### src/design/stc_pkg.sv
// ============================================================================
// stc_pkg - shared types and constants for the source token classifier
// Token kinds, character codes, keyword table, item types and the helper
// functions used by the lexer and the top level.
// ============================================================================
package stc_pkg;

    // Width of the token length counter; counts saturate at all ones.
    localparam int LENGTH_WIDTH = 16;
    localparam int TOKEN_LEN_W  = 16;
    localparam int KIND_W       = 5;
    localparam int CHAR_W       = 8;
    localparam int PREFIX_BYTES = 7;
    localparam int PREFIX_W     = PREFIX_BYTES * CHAR_W;
    localparam int KW_COUNT     = 8;

    // Result queue depth
    localparam int FIFO_DEPTH   = 4;
    localparam int FIFO_PTR_W   = $clog2(FIFO_DEPTH);

    // Token kinds
    localparam logic [KIND_W-1:0] K_SPACE   = 5'd0;
    localparam logic [KIND_W-1:0] K_VAR_S   = 5'd1;
    localparam logic [KIND_W-1:0] K_VAR_A   = 5'd2;
    localparam logic [KIND_W-1:0] K_VAR_H   = 5'd3;
    localparam logic [KIND_W-1:0] K_SEMI    = 5'd4;
    localparam logic [KIND_W-1:0] K_OPEN    = 5'd5;
    localparam logic [KIND_W-1:0] K_CLOSE   = 5'd6;
    localparam logic [KIND_W-1:0] K_IDENT   = 5'd7;
    localparam logic [KIND_W-1:0] K_PKG     = 5'd8;
    localparam logic [KIND_W-1:0] K_KW_BASE = 5'd9;
    localparam logic [KIND_W-1:0] K_ERROR   = 5'd17;

    // Character codes
    localparam logic [CHAR_W-1:0] CH_SPACE  = 8'h20;
    localparam logic [CHAR_W-1:0] CH_TAB    = 8'h09;
    localparam logic [CHAR_W-1:0] CH_LF     = 8'h0A;
    localparam logic [CHAR_W-1:0] CH_VT     = 8'h0B;
    localparam logic [CHAR_W-1:0] CH_FF     = 8'h0C;
    localparam logic [CHAR_W-1:0] CH_CR     = 8'h0D;
    localparam logic [CHAR_W-1:0] CH_US     = 8'h5F;
    localparam logic [CHAR_W-1:0] CH_COLON  = 8'h3A;
    localparam logic [CHAR_W-1:0] CH_DOLLAR = 8'h24;
    localparam logic [CHAR_W-1:0] CH_AT     = 8'h40;
    localparam logic [CHAR_W-1:0] CH_PCT    = 8'h25;
    localparam logic [CHAR_W-1:0] CH_SEMI   = 8'h3B;
    localparam logic [CHAR_W-1:0] CH_LBRACE = 8'h7B;
    localparam logic [CHAR_W-1:0] CH_RBRACE = 8'h7D;

    // Keywords packed first byte lowest: any do dbl int my package str sub
    localparam logic [PREFIX_W-1:0] KW_TEXT [KW_COUNT] = '{
        56'h00000000796E61,
        56'h00000000006F64,
        56'h000000006C6264,
        56'h00000000746E69,
        56'h0000000000796D,
        56'h6567616B636170,
        56'h00000000727473,
        56'h00000000627573
    };
    localparam logic [2:0] KW_LEN [KW_COUNT] = '{
        3'd3, 3'd2, 3'd3, 3'd3, 3'd2, 3'd7, 3'd3, 3'd3
    };

    typedef logic [LENGTH_WIDTH-1:0] len_t;

    typedef struct packed {
        logic [KIND_W-1:0]      kind;
        logic [TOKEN_LEN_W-1:0] length;
        logic                   last;
    } token_t;

    // Up to two tokens per byte
    typedef struct packed {
        logic [1:0] cnt;
        token_t     tok0;
        token_t     tok1;
    } step_res_t;

    typedef struct packed {
        logic idle;
        logic err;
    } lex_stat_t;

    function automatic logic is_alnum(input logic [CHAR_W-1:0] b);
        return (b >= 8'h30 && b <= 8'h39) || (b >= 8'h41 && b <= 8'h5A) ||
               (b >= 8'h61 && b <= 8'h7A);
    endfunction

    function automatic logic is_word_start(input logic [CHAR_W-1:0] b);
        return (b == CH_US) || (b >= 8'h41 && b <= 8'h5A) || (b >= 8'h61 && b <= 8'h7A);
    endfunction

    function automatic logic is_space_start(input logic [CHAR_W-1:0] b);
        return (b == CH_SPACE) || (b == CH_TAB) || (b == CH_LF) || (b == CH_FF) ||
               (b == CH_CR);
    endfunction

    function automatic logic is_space_cont(input logic [CHAR_W-1:0] b);
        return is_space_start(b) || (b == CH_VT);
    endfunction

    // Saturating add of a small step
    function automatic len_t len_inc(input len_t v, input logic [1:0] d);
        logic [LENGTH_WIDTH:0] sum;
        sum = {1'b0, v} + (LENGTH_WIDTH + 1)'(d);
        if (sum[LENGTH_WIDTH])
            return '1;
        return sum[LENGTH_WIDTH-1:0];
    endfunction

    // Keyword kind of the current word, identifier when none matches
    function automatic logic [KIND_W-1:0] word_kind(input len_t len,
                                                    input logic [PREFIX_W-1:0] prefix);
        logic [KIND_W-1:0] k;
        k = K_IDENT;
        for (int i = KW_COUNT - 1; i >= 0; i--) begin
            if (len == LENGTH_WIDTH'(KW_LEN[i]) && prefix == KW_TEXT[i])
                k = K_KW_BASE + KIND_W'(i);
        end
        return k;
    endfunction

endpackage

### src/design/stc_lexer.sv
// ============================================================================
// stc_lexer - lexer state and per-byte token decision
// Holds the scan mode, run length, word prefix and sticky error; classifies
// one byte per enabled cycle and reports up to two finished tokens.
// ============================================================================
module stc_lexer (
    input  logic                        clk,
    input  logic                        rst_n,
    input  logic                        step_en,
    input  logic [7:0]                  char_in,
    input  logic                        eos_in,
    output stc_pkg::step_res_t          res,
    output stc_pkg::lex_stat_t          stat
);
    import stc_pkg::*;

    localparam logic [3:0] M_IDLE  = 4'd0;
    localparam logic [3:0] M_SPACE = 4'd1;
    localparam logic [3:0] M_VS    = 4'd2;
    localparam logic [3:0] M_VA    = 4'd3;
    localparam logic [3:0] M_VH    = 4'd4;
    localparam logic [3:0] M_WORD  = 4'd5;
    localparam logic [3:0] M_WC1   = 4'd6;
    localparam logic [3:0] M_WC2   = 4'd7;
    localparam logic [3:0] M_PKG   = 4'd8;
    localparam logic [3:0] M_PC1   = 4'd9;
    localparam logic [3:0] M_PC2   = 4'd10;

    logic [3:0]          mode_reg, mode_next;
    len_t                len_reg, len_next;
    logic [PREFIX_W-1:0] prefix_reg, prefix_next;
    logic                err_reg, err_next;
    logic                do_start;
    logic                do_error;
    logic [KIND_W-1:0]   cur_kind;
    logic [KIND_W-1:0]   var_kind;

    // Append one token to the result pair
    function automatic step_res_t push(input step_res_t r, input logic [KIND_W-1:0] k,
                                       input len_t l);
        step_res_t o;
        o = r;
        if (r.cnt == 2'd0)
        begin
            o.tok0.kind   = k;
            o.tok0.length = TOKEN_LEN_W'(l);
            o.tok0.last   = 1'b0;
        end
        else
        begin
            o.tok1.kind   = k;
            o.tok1.length = TOKEN_LEN_W'(l);
            o.tok1.last   = 1'b0;
        end
        o.cnt = r.cnt + 2'd1;
        return o;
    endfunction

    assign cur_kind = word_kind(len_reg, prefix_reg);
    assign var_kind = (mode_reg == M_VS) ? K_VAR_S : ((mode_reg == M_VA) ? K_VAR_A : K_VAR_H);

    always_comb
    begin
        mode_next   = mode_reg;
        len_next    = len_reg;
        prefix_next = prefix_reg;
        err_next    = err_reg;
        res         = '0;
        do_start    = 1'b0;
        do_error    = 1'b0;

        if (!err_reg)
        begin
            unique case (mode_reg)
                M_SPACE:
                begin
                    if (is_space_cont(char_in))
                        len_next = len_inc(len_reg, 2'd1);
                    else
                    begin
                        res      = push(res, K_SPACE, len_reg);
                        do_start = 1'b1;
                    end
                end
                M_VS, M_VA, M_VH:
                begin
                    if (char_in == CH_US || is_alnum(char_in))
                        len_next = len_inc(len_reg, 2'd1);
                    else
                    begin
                        res      = push(res, var_kind, len_reg);
                        do_start = 1'b1;
                    end
                end
                M_WORD:
                begin
                    if (is_alnum(char_in))
                    begin
                        if (len_reg < LENGTH_WIDTH'(PREFIX_BYTES))
                            prefix_next[{len_reg[2:0], 3'b000} +: CHAR_W] = char_in;
                        len_next = len_inc(len_reg, 2'd1);
                    end
                    else if (cur_kind == K_IDENT && char_in == CH_COLON)
                        mode_next = M_WC1;
                    else
                    begin
                        res      = push(res, cur_kind, len_reg);
                        do_start = 1'b1;
                    end
                end
                M_PKG:
                begin
                    if (is_alnum(char_in))
                        len_next = len_inc(len_reg, 2'd1);
                    else if (char_in == CH_COLON)
                        mode_next = M_PC1;
                    else
                    begin
                        res      = push(res, K_PKG, len_reg);
                        do_start = 1'b1;
                    end
                end
                M_WC1, M_PC1:
                begin
                    if (char_in == CH_COLON)
                        mode_next = (mode_reg == M_WC1) ? M_WC2 : M_PC2;
                    else
                    begin
                        res      = push(res, (mode_reg == M_WC1) ? K_IDENT : K_PKG, len_reg);
                        do_error = 1'b1;
                    end
                end
                M_WC2, M_PC2:
                begin
                    if (is_alnum(char_in))
                    begin
                        len_next  = len_inc(len_reg, 2'd3);
                        mode_next = M_PKG;
                    end
                    else
                    begin
                        res      = push(res, (mode_reg == M_WC2) ? K_IDENT : K_PKG, len_reg);
                        do_error = 1'b1;
                    end
                end
                default:
                    do_start = 1'b1;
            endcase

            // Start a new token on this byte
            if (do_start)
            begin
                mode_next   = M_IDLE;
                len_next    = LENGTH_WIDTH'(1);
                prefix_next = '0;
                priority if (is_space_start(char_in))
                    mode_next = M_SPACE;
                else if (char_in == CH_DOLLAR)
                    mode_next = M_VS;
                else if (char_in == CH_AT)
                    mode_next = M_VA;
                else if (char_in == CH_PCT)
                    mode_next = M_VH;
                else if (char_in == CH_SEMI)
                    res = push(res, K_SEMI, LENGTH_WIDTH'(1));
                else if (char_in == CH_LBRACE)
                    res = push(res, K_OPEN, LENGTH_WIDTH'(1));
                else if (char_in == CH_RBRACE)
                    res = push(res, K_CLOSE, LENGTH_WIDTH'(1));
                else if (is_word_start(char_in))
                begin
                    mode_next   = M_WORD;
                    prefix_next = PREFIX_W'(char_in);
                end
                else
                    do_error = 1'b1;
            end

            if (do_error)
            begin
                res       = push(res, K_ERROR, LENGTH_WIDTH'(1));
                err_next  = 1'b1;
                mode_next = M_IDLE;
            end
        end

        // End of source: flush the pending token, then return to reset
        if (eos_in)
        begin
            if (!err_next)
            begin
                unique case (mode_next)
                    M_SPACE: res = push(res, K_SPACE, len_next);
                    M_VS:    res = push(res, K_VAR_S, len_next);
                    M_VA:    res = push(res, K_VAR_A, len_next);
                    M_VH:    res = push(res, K_VAR_H, len_next);
                    M_WORD:  res = push(res, word_kind(len_next, prefix_next), len_next);
                    M_PKG:   res = push(res, K_PKG, len_next);
                    M_WC1, M_WC2:
                    begin
                        res = push(res, K_IDENT, len_next);
                        res = push(res, K_ERROR, LENGTH_WIDTH'(1));
                    end
                    M_PC1, M_PC2:
                    begin
                        res = push(res, K_PKG, len_next);
                        res = push(res, K_ERROR, LENGTH_WIDTH'(1));
                    end
                    default: ;
                endcase
            end
            mode_next   = M_IDLE;
            len_next    = '0;
            prefix_next = '0;
            err_next    = 1'b0;
        end

        // Mark the final token of this byte
        if (res.cnt == 2'd1)
            res.tok0.last = 1'b1;
        else if (res.cnt == 2'd2)
            res.tok1.last = 1'b1;
    end

    always_ff @(posedge clk or negedge rst_n)
    begin
        if (!rst_n)
        begin
            mode_reg   <= M_IDLE;
            len_reg    <= '0;
            prefix_reg <= '0;
            err_reg    <= 1'b0;
        end
        else if (step_en)
        begin
            mode_reg   <= mode_next;
            len_reg    <= len_next;
            prefix_reg <= prefix_next;
            err_reg    <= err_next;
        end
    end

    assign stat.idle = (mode_reg == M_IDLE);
    assign stat.err  = err_reg;

endmodule

### src/design/stc_result_fifo.sv
// ============================================================================
// stc_result_fifo - small result queue
// Takes zero, one or two tokens per cycle; one out per rd_en when not empty.
// ============================================================================
module stc_result_fifo (
    input  logic              clk,
    input  logic              rst_n,
    input  logic [1:0]        wr_cnt,
    input  stc_pkg::token_t   wr_tok0,
    input  stc_pkg::token_t   wr_tok1,
    input  logic              rd_en,
    output stc_pkg::token_t   head,
    output logic              not_empty,
    output logic              room
);
    import stc_pkg::*;

    token_t                mem [FIFO_DEPTH];
    logic [FIFO_PTR_W-1:0] wr_ptr_reg, wr_ptr_next;
    logic [FIFO_PTR_W-1:0] rd_ptr_reg, rd_ptr_next;
    logic [FIFO_PTR_W:0]   count_reg, count_next;
    logic [FIFO_PTR_W-1:0] wr_ptr_p1;
    logic                  rd_fire;

    assign rd_fire     = rd_en && not_empty;
    assign wr_ptr_p1   = wr_ptr_reg + FIFO_PTR_W'(1);
    assign wr_ptr_next = wr_ptr_reg + FIFO_PTR_W'(wr_cnt);
    assign rd_ptr_next = rd_ptr_reg + FIFO_PTR_W'(rd_fire);
    assign count_next  = count_reg + (FIFO_PTR_W + 1)'(wr_cnt) - (FIFO_PTR_W + 1)'(rd_fire);

    always_ff @(posedge clk or negedge rst_n)
    begin
        if (!rst_n)
        begin
            wr_ptr_reg <= '0;
            rd_ptr_reg <= '0;
            count_reg  <= '0;
        end
        else
        begin
            wr_ptr_reg <= wr_ptr_next;
            rd_ptr_reg <= rd_ptr_next;
            count_reg  <= count_next;
        end
    end

    always_ff @(posedge clk)
    begin
        if (wr_cnt != 2'd0)
            mem[wr_ptr_reg] <= wr_tok0;
        if (wr_cnt == 2'd2)
            mem[wr_ptr_p1] <= wr_tok1;
    end

    assign head      = mem[rd_ptr_reg];
    assign not_empty = (count_reg != '0);
    // Room for a full pair regardless of this cycle's read
    assign room      = (count_reg <= (FIFO_PTR_W + 1)'(FIFO_DEPTH - 2));

endmodule

### src/design/source_token_classifier.sv
// ============================================================================
// source_token_classifier - streaming source tokenizer
// Splits a byte stream of source text into tokens and reports kind and length.
// ============================================================================
// One source byte enters per s_ tvalid/tready handshake, with s_tlast marking
// the final byte of the source. Each token leaves as one m_ item once
// its end is known: the first byte outside it, or the last byte of the source.
// A byte may finish two tokens (for example a word ended by ';', or a word left
// dangling before a broken "::" separator, which also yields an error token);
// m_tlast marks the final token caused by a byte. After an error token the
// block swallows bytes silently until s_tlast, which clears the error. Bytes
// are accepted one per cycle as long as output items drain at the same pace:
// a byte is held in the input register, is classified in a single pass
// into the four-entry result queue, and its tokens leave it on m_. The
// single-token output port sets the sustained rate: a byte giving two tokens
// takes two output items, and the queue stops taking bytes when it has fewer
// than two free entries. Lengths saturate at 65535.
// ============================================================================
module source_token_classifier (
    input  logic        clk,
    input  logic        rst_n,
    input  logic        s_tvalid,
    output logic        s_tready,
    input  logic [7:0]  s_tdata,   // [7:0] char_byte
    input  logic        s_tlast,   // end_of_source
    output logic        m_tvalid,
    input  logic        m_tready,
    output logic [23:0] m_tdata,   // [4:0] token_kind, [20:5] token_length, [23:21] zero
    output logic        m_tlast    // last_of_run
);
    import stc_pkg::*;

    logic       in_valid_reg;
    logic [7:0] in_byte_reg;
    logic       in_last_reg;
    logic       step_fire;
    logic       fifo_room;
    logic [1:0] wr_cnt;
    step_res_t  step_res;
    lex_stat_t  lex_stat;
    token_t     head_tok;

    // Advance the input register whenever the lexer takes its byte
    assign step_fire = in_valid_reg && fifo_room;
    assign s_tready  = !in_valid_reg || fifo_room;

    always_ff @(posedge clk or negedge rst_n)
    begin
        if (!rst_n)
            in_valid_reg <= 1'b0;
        else if (s_tready)
            in_valid_reg <= s_tvalid;
    end

    always_ff @(posedge clk)
    begin
        if (s_tvalid && s_tready)
        begin
            in_byte_reg <= s_tdata;
            in_last_reg <= s_tlast;
        end
    end

    stc_lexer u_lexer (
        .clk     (clk),
        .rst_n   (rst_n),
        .step_en (step_fire),
        .char_in (in_byte_reg),
        .eos_in  (in_last_reg),
        .res     (step_res),
        .stat    (lex_stat)
    );

    // Drop the lexer's tokens unless the byte is really taken
    assign wr_cnt = step_fire ? step_res.cnt : 2'd0;

    stc_result_fifo u_fifo (
        .clk       (clk),
        .rst_n     (rst_n),
        .wr_cnt    (wr_cnt),
        .wr_tok0   (step_res.tok0),
        .wr_tok1   (step_res.tok1),
        .rd_en     (m_tready),
        .head      (head_tok),
        .not_empty (m_tvalid),
        .room      (fifo_room)
    );

    assign m_tdata = {3'b000, head_tok.length, head_tok.kind};
    assign m_tlast = head_tok.last;

    // A byte finishes at most two tokens
    assert property (@(posedge clk) disable iff (!rst_n)
        step_fire |-> step_res.cnt != 2'd3)
        else $error("lexer reported more than two tokens for one byte");

    // Of a token pair only the second closes the byte
    assert property (@(posedge clk) disable iff (!rst_n)
        step_fire && step_res.cnt == 2'd2 |-> !step_res.tok0.last && step_res.tok1.last)
        else $error("wrong last marking on a token pair");

    // End of source returns the lexer to its reset state
    assert property (@(posedge clk) disable iff (!rst_n)
        step_fire && in_last_reg |=> lex_stat.idle && !lex_stat.err)
        else $error("lexer not idle after end of source");

    // An error token latches the error unless the source ends with it
    assert property (@(posedge clk) disable iff (!rst_n)
        step_fire && !in_last_reg &&
        ((step_res.cnt == 2'd1 && step_res.tok0.kind == K_ERROR) ||
         (step_res.cnt == 2'd2 && step_res.tok1.kind == K_ERROR)) |=> lex_stat.err)
        else $error("error token without latched error");

    // A byte waiting in the input register holds until taken
    assert property (@(posedge clk) disable iff (!rst_n)
        in_valid_reg && !step_fire |=> in_valid_reg && $stable(in_byte_reg)
                                       && $stable(in_last_reg))
        else $error("pending byte lost or changed");

endmodule
### config.mk
export PLATFORM = sky130hd
export DESIGN_NAME = source_token_classifier
export DESIGN_NICKNAME = d
export VERILOG_FILES = /design/src/design/stc_pkg.sv /design/src/design/stc_lexer.sv /design/src/design/stc_result_fifo.sv /design/src/design/source_token_classifier.sv
export SDC_FILE = /design/constraint.sdc
export NUM_CORES = 1
export LEC_CHECK = 0
export BUFFER_PORTS_ARGS = -buffer_cell sky130_fd_sc_hd__buf_2
export CAP_MARGIN = 20
export CORE_ASPECT_RATIO = 1.5
export CORE_MARGIN = 2
export CORE_UTILIZATION = 45
export CTS_CLUSTER_SIZE = 8
export DETAILED_ROUTE_END_ITERATION = 10
export GPL_ROUTABILITY_DRIVEN = 1
export PLACE_DENSITY_LB_ADDON = 0.1
export SLEW_MARGIN = 15
export SYNTH_ARGS = -nofsm -noshare
export SYNTH_HDL_FRONTEND = slang
export SYNTH_SLANG_ARGS = --single-unit
### constraint.sdc
create_clock -name clk -period 5.6 [get_ports clk]
set_input_delay 1.12 -clock clk [delete_from_list [all_inputs] [get_ports clk]]
set_output_delay 1.12 -clock clk [all_outputs]
set_load 0.02 [all_outputs]
# Word-level counts from Yosys, hierarchy flattened

Memories as Yosys holds them, arrays and structs flattened.
Index checks and enable logic that the tools add are counted.

Flip-flop bits (word level): 94
Bits in writable memories: 88
Memories kept: 1

Add/subtract/negate cells: 12
Order comparisons: 8
Equality and inequality tests: 60
Shifts and indexed selects: 2
Multiplexer cells: 168
Reduce and logical (&&, ||, !) cells: 47

Memories:

| name       | words | bits a word | rd ports | clocked after Yosys merged registers in | wr ports | RTL line              | text |
|---|---|---|---|---|---|---|---|
| u_fifo.mem | 4     | 22          | 1        | 0                                       | 2        | stc_result_fifo.sv:18 | `token_t mem [FIFO_DEPTH];` |

Operators by type and width:

| cell                   | number |
|---|---|
| $mux 46                | 16 |
| $mux 56                | 13 |
| $mux 22                | 26 |
| $eq 56x23->1 const B   | 10 |
| $pmux 46 s8            | 1 |
| $pmux 46 s6            | 1 |
| $mux 45                | 6 |
| $mux 16                | 15 |
| $eq 56x15->1 const B   | 4 |
| $eq 56x55->1 const B   | 2 |
| $mux 5                 | 17 |
| $mux 4                 | 20 |
| $pmux 16 s5            | 1 |
| $eq 16x2->1 const B    | 4 |
| $bwmux 56              | 1 |
| $shift 8x8->56 const A | 1 |
| $shiftx 8x8->56        | 1 |
| $mux 1                 | 45 |
| $eq 8x4->1 const B     | 5 |
| $eq 8x6->1 const B     | 5 |
| $eq 16x3->1 const B    | 2 |
| $eq 4x3->1 const B     | 8 |
| $eq 8x7->1 const B     | 4 |
| $eq 4x4->1 const B     | 6 |
| other kinds (34)       | 83 |

# Depth between registers and ports, before layout

Depth in word-level cells: 41
Depth in mapped cells: 28
Gate-level depth less buffers: 25

# Modules after synthesis

Synthesis repeated with hierarchy kept, for this count alone.

Cell total of the unflattened synthesis: 1,519
Area total of the unflattened synthesis: 14,248.7 um^2

Modules (own cells, without submodules):

| module                  | instances | cells each | area each (um^2) | sequential area each (um^2) |
|---|---|---|---|---|
| stc_lexer               | 1         | 1,245      | 9,173.8          | 1,926.8 |
| stc_result_fifo         | 1         | 254        | 4,705.8          | 2,817.7 |
| source_token_classifier | 1         | 20         | 369.1            | 295.3 |

# Least setup slack after synthesis

Ideal clock, no wire load.

Path kind: flip-flop to flip-flop
Start: register u_lexer.len_reg[0]
End: memory u_fifo.mem[0][0] (netlist name) (enable)
Setup time: 0.432 ns
Data arrival time: 5.633 ns
Setup slack: -0.465 ns
Cell stages (with the launch flop): 21
Buffers on the path: 2
Clock period less this slack: 6.065 ns
Cells stage by stage: dfrtp_1 -> clkbuf_1 -> inv_1 -> ha_1 -> and4b_1 -> nand4b_1 -> nor4_2 -> o2111ai_1 -> and3_1 -> and3_1 -> o21ai_1 -> ha_1 -> o21ai_0 -> or4_1 -> clkbuf_1 -> ha_1 -> a31oi_1 -> ha_1 -> o311a_2 -> nor2_1 -> o21ai_0

RTL lines:

| what                   | RTL line              | text |
|---|---|---|
| start, declared        | stc_lexer.sv:30       | `len_t len_reg, len_next;` |
| start signal, assigned | stc_lexer.sv:237      | `len_reg <= len_next;` |
| end, declared          | stc_result_fifo.sv:18 |  |

==> flow_metrics.env <==
export IMPL_max_slew_margin=0.201
export IMPL_cp_arrival_ps=5700
export IMPL_synth_async_reset_ratio=0.467
export IMPL_die_w_um=152
export IMPL_post_synth_inst_count=1754
export IMPL_clock_skew_ps=24.5
export IMPL_placementRows=81
export IMPL_max_cap_viol_count=0
export IMPL_critPathLaunchType="register"
export IMPL_synth_enable_flop_cells=97
export IMPL_r2r_end="u_fifo.mem[0][6]"
export IMPL_initial_utilization=0.455
export IMPL_fin_hold_ws_ps=490
export IMPL_clock_insertion_delay_worst_skew_ps=480
export IMPL_first_global_vias=16194
export IMPL_count_of_final_hold_check_violations=0
export IMPL_status="finished, final reports clean"
export IMPL_port_buffers=36
export IMPL_critPathKind="reg -> reg"
export IMPL_final_setup_viol_count=0
export IMPL_final_layout_size_suffix_gt1_frac=0.233
export IMPL_synthDistinctLibCells=102
export IMPL_ys_seq_elements=182
export IMPL_total_negative_slack_ps=0
export IMPL_die_area_um2=34300
export IMPL_min_from="u_lexer.prefix_reg[47]"
export IMPL_filler_cell_count=3075
export IMPL_worstHoldPathType="reg -> reg"
export IMPL_required_ps=5800
export IMPL_cts_clk_slew_worst_paths_ps=70
export IMPL_worst_setup_path_end_kind="register"
export IMPL_cts_num_sinks=182
export IMPL_drt_antenna_violating_nets=0
export IMPL_final_util=0.553
export IMPL_routedWlPerCell_um=28.6
export IMPL_holdBufCountCts=0
export IMPL_initial_antenna_violation_count=0
export IMPL_syn_area_um2=14700
export IMPL_routabilityCongestion=1.07
export IMPL_synth_sequential_area_ratio=0.342
export IMPL_maxClockFrequency_mhz=182
export IMPL_hold_path_cell_count=1
export IMPL_clock_tree_from_tritoncts="built"
export IMPL_dr_total_vias=16281
export IMPL_timing_rr_start="u_lexer.prefix_reg[46]"
export IMPL_largest_net_degree_at_the_start_of_global_routing=52
export IMPL_dr_first_iter_drc_count=1594
export IMPL_avgViaCountPerCell=6.88
export IMPL_ioPinCount=40
export IMPL_largest_register_ff_count=88
export IMPL_core_area_um2=32400
export IMPL_ir_drop_v=0.000253
export IMPL_ys_flop_type="edfxtp_1"
export IMPL_timing_worst_slew_pin_value_ps=1190
export IMPL_dpl_hpwl_um=50800
export IMPL_firstDrtPassIters=8
export IMPL_cell_leakage_power_uw=0.00689
export IMPL_cts_buffers_inserted=17
export IMPL_chipHeight_um=226
export IMPL_timing_max_transition_violations_final=0
export IMPL_final_min_clock_period_ps=5490
export IMPL_p_per_area_nw_per_um2=383
export IMPL_ys_warn_count=0
export IMPL_cts_root_buf="clkbuf_16"
export IMPL_grtUsageTotal=0.386
export IMPL_worstRegToRegCells=27
export IMPL_cts_root_to_sink_buffers=2
export IMPL_layout_worst_path_cycle_share=0.981
export IMPL_drc=0
export IMPL_grt_overflow=0
export IMPL_average_footprint_of_a_synthesized_cell_um2=8.41
export IMPL_nets=1967
export IMPL_antenna_cells_inserted=0
export IMPL_cts_max_level=4
export IMPL_crit_fanout=8
export IMPL_r2r_setup_slk_ps=110
export IMPL_hold_end="u_lexer.prefix_reg[47]"
export IMPL_routed_wl_um=67700
export IMPL_area_growth_pct=21.6
export IMPL_grt_first_pass_wirelength_um=100000
worst max-delay path, stage by stage (launching register included):
cell and delay [ps]:
dfrtp_1 410, nor4_2 270, buf_4 160, nand4_1 200, buf_4 230, nor4_4 230, buf_4 190, nand4_1 100
and3_4 210, and3_4 160, o21ai_2 160, ha_2 210, o21ai_2 60, or4_4 540, ha_4 260, a31oi_4 200
inv_2 60, ha_2 180, buf_4 160, o2111ai_1 80, nand4_1 140, buf_4 180, nand2b_4 140, nor3b_4 160
buf_6 130, clkbuf_16 150, a21oi_1 210, a21oi_2 50
metrics by stage:
step	area [µm²]	worst slack [ps]	total power, µW	cells
floorplan	14800	-465	3890	1756
global placement	16800	149	5410	2314
detailed placement	16800	84.2	5430	2314
CTS	17400	54.7	6660	2345
global route	17900	-126	7160	2366
finish	17900	106	6870	2366
power by group:
part / total [µW] / leakage [µW] / switching [µW] / internal [µW]
logic: 3840 / 0.00455 / 2530 / 1310
registers: 1790 / 0.00207 / 123 / 1670
clock network: 1240 / 0.000269 / 618 / 625
total: 6870 / 0.00689 / 3270 / 3600
per-layer routing:
layer / vias up / track usage / routed length [µm]
met5: - / 0 / 0
met4: 0 / 0.311 / 6120
met3: 312 / 0.0516 / 4080
met2: 907 / 0.683 / 33800
met1: 7901 / 0.412 / 23700
li1: 7161 / - / -
logic make-up after synthesis:
kind of cell	share of synthesized area
compound gates	0.243
fa+ha+maj	0.0153
simple gates	0.265
flops	0.342
buf+inv	0.0489
other cells	0.000254
xor+xnor	0.00653
mux	0.0798
layout make-up:
cell class                      instances  area [µm²]  area share
Timing Repair Buffer                  290        2330       0.130
Clock buffer                           17         425      0.0237
Tap cell                              415         519      0.0289
Sequential cell                       182        5040       0.281
Inverter                               43         161     0.00900
Multi-Input combinational cell       1405        9320       0.520
Clock inverter                         14         140     0.00781
Yosys cell counts (8+ instances only):
cell type  instances  area share
a32oi_1           13      0.0077
and2_1            24       0.010
nor2_1           117       0.030
edfxtp_1          97        0.20
a21oi_1          138       0.047
mux4_2            22       0.034
a22oi_1           21       0.011
o2111ai_1         10      0.0059
and4_1            11      0.0065
or2_2              9      0.0038
dfrtp_1           85        0.14
a21boi_0           8      0.0041
xnor2_1            8      0.0048
inv_1             42       0.011
a32o_1            11      0.0075
o31ai_1           14      0.0071
a211oi_1          14      0.0071
nand4_1           62       0.026
or4_1             11      0.0056
clkbuf_1          79       0.020
or3_1             14      0.0059
o211ai_1          15      0.0076
buf_2             22      0.0075
nand2b_1          27       0.011
buf_1             14      0.0036
o21ai_0          120       0.041
nor4_1            38       0.016
and3_1            21      0.0089
nand3_1           66       0.022
nor2b_1           16      0.0068
a31oi_1           26       0.011
a22o_1            17       0.010
o21ai_1            8      0.0027
o22ai_1           23      0.0098
ha_1              14       0.012
mux2i_1           61       0.041
nor3_1            84       0.029
nand2_1          196       0.050
a21o_1            13      0.0066
cell usage in the layout, fill, tap and decap left out, types with 20 or more instances in the layout:
cell / Yosys / final
a21oi_1: 138 / 128
a31oi_1: 26 / 25
and2_1: 24 / 23
buf_2: 22 / 35
buf_4: 6 / 232
clkbuf_16: 0 / 20
dfrtp_1: 85 / 84
edfxtp_1: 97 / 97
inv_1: 42 / 40
mux2i_1: 61 / 59
mux4_2: 22 / 22
nand2_1: 196 / 192
nand2b_1: 27 / 21
nand3_1: 66 / 65
nand4_1: 62 / 62
nor2_1: 117 / 112
nor3_1: 84 / 81
nor4_1: 38 / 36
o21ai_0: 120 / 104
o22ai_1: 23 / 23
how the worst max path moves through the flow:
| stage | start | endpoint | slack, ps | cells past startpoint |
|---|---|---|---|---|
| final | u_lexer.prefix_reg[46] | u_fifo.mem[0][6] | 110 | 27 |
| after global routing | u_lexer.prefix_reg[46] | u_fifo.mem[0][3] | -130 | 28 |
| after CTS | u_lexer.len_reg[0] | u_fifo.mem[3][7] | 50 | 26 |
| after detailed placement | u_lexer.len_reg[0] | u_fifo.mem[3][7] | 80 | 26 |
| after global placement | u_lexer.len_reg[0] | u_fifo.mem[3][7] | 150 | 26 |
| after floorplan | u_lexer.len_reg[0] | u_fifo.mem[0][0] | -460 | 20 |
repair_timing:
action / 4_1_cts / 5_1_grt
setup buffers: 0 / 15
endpoints found under the setup margin: 0 / 86
resized for setup: 0 / 80
(Power assumes the default switching activity.)
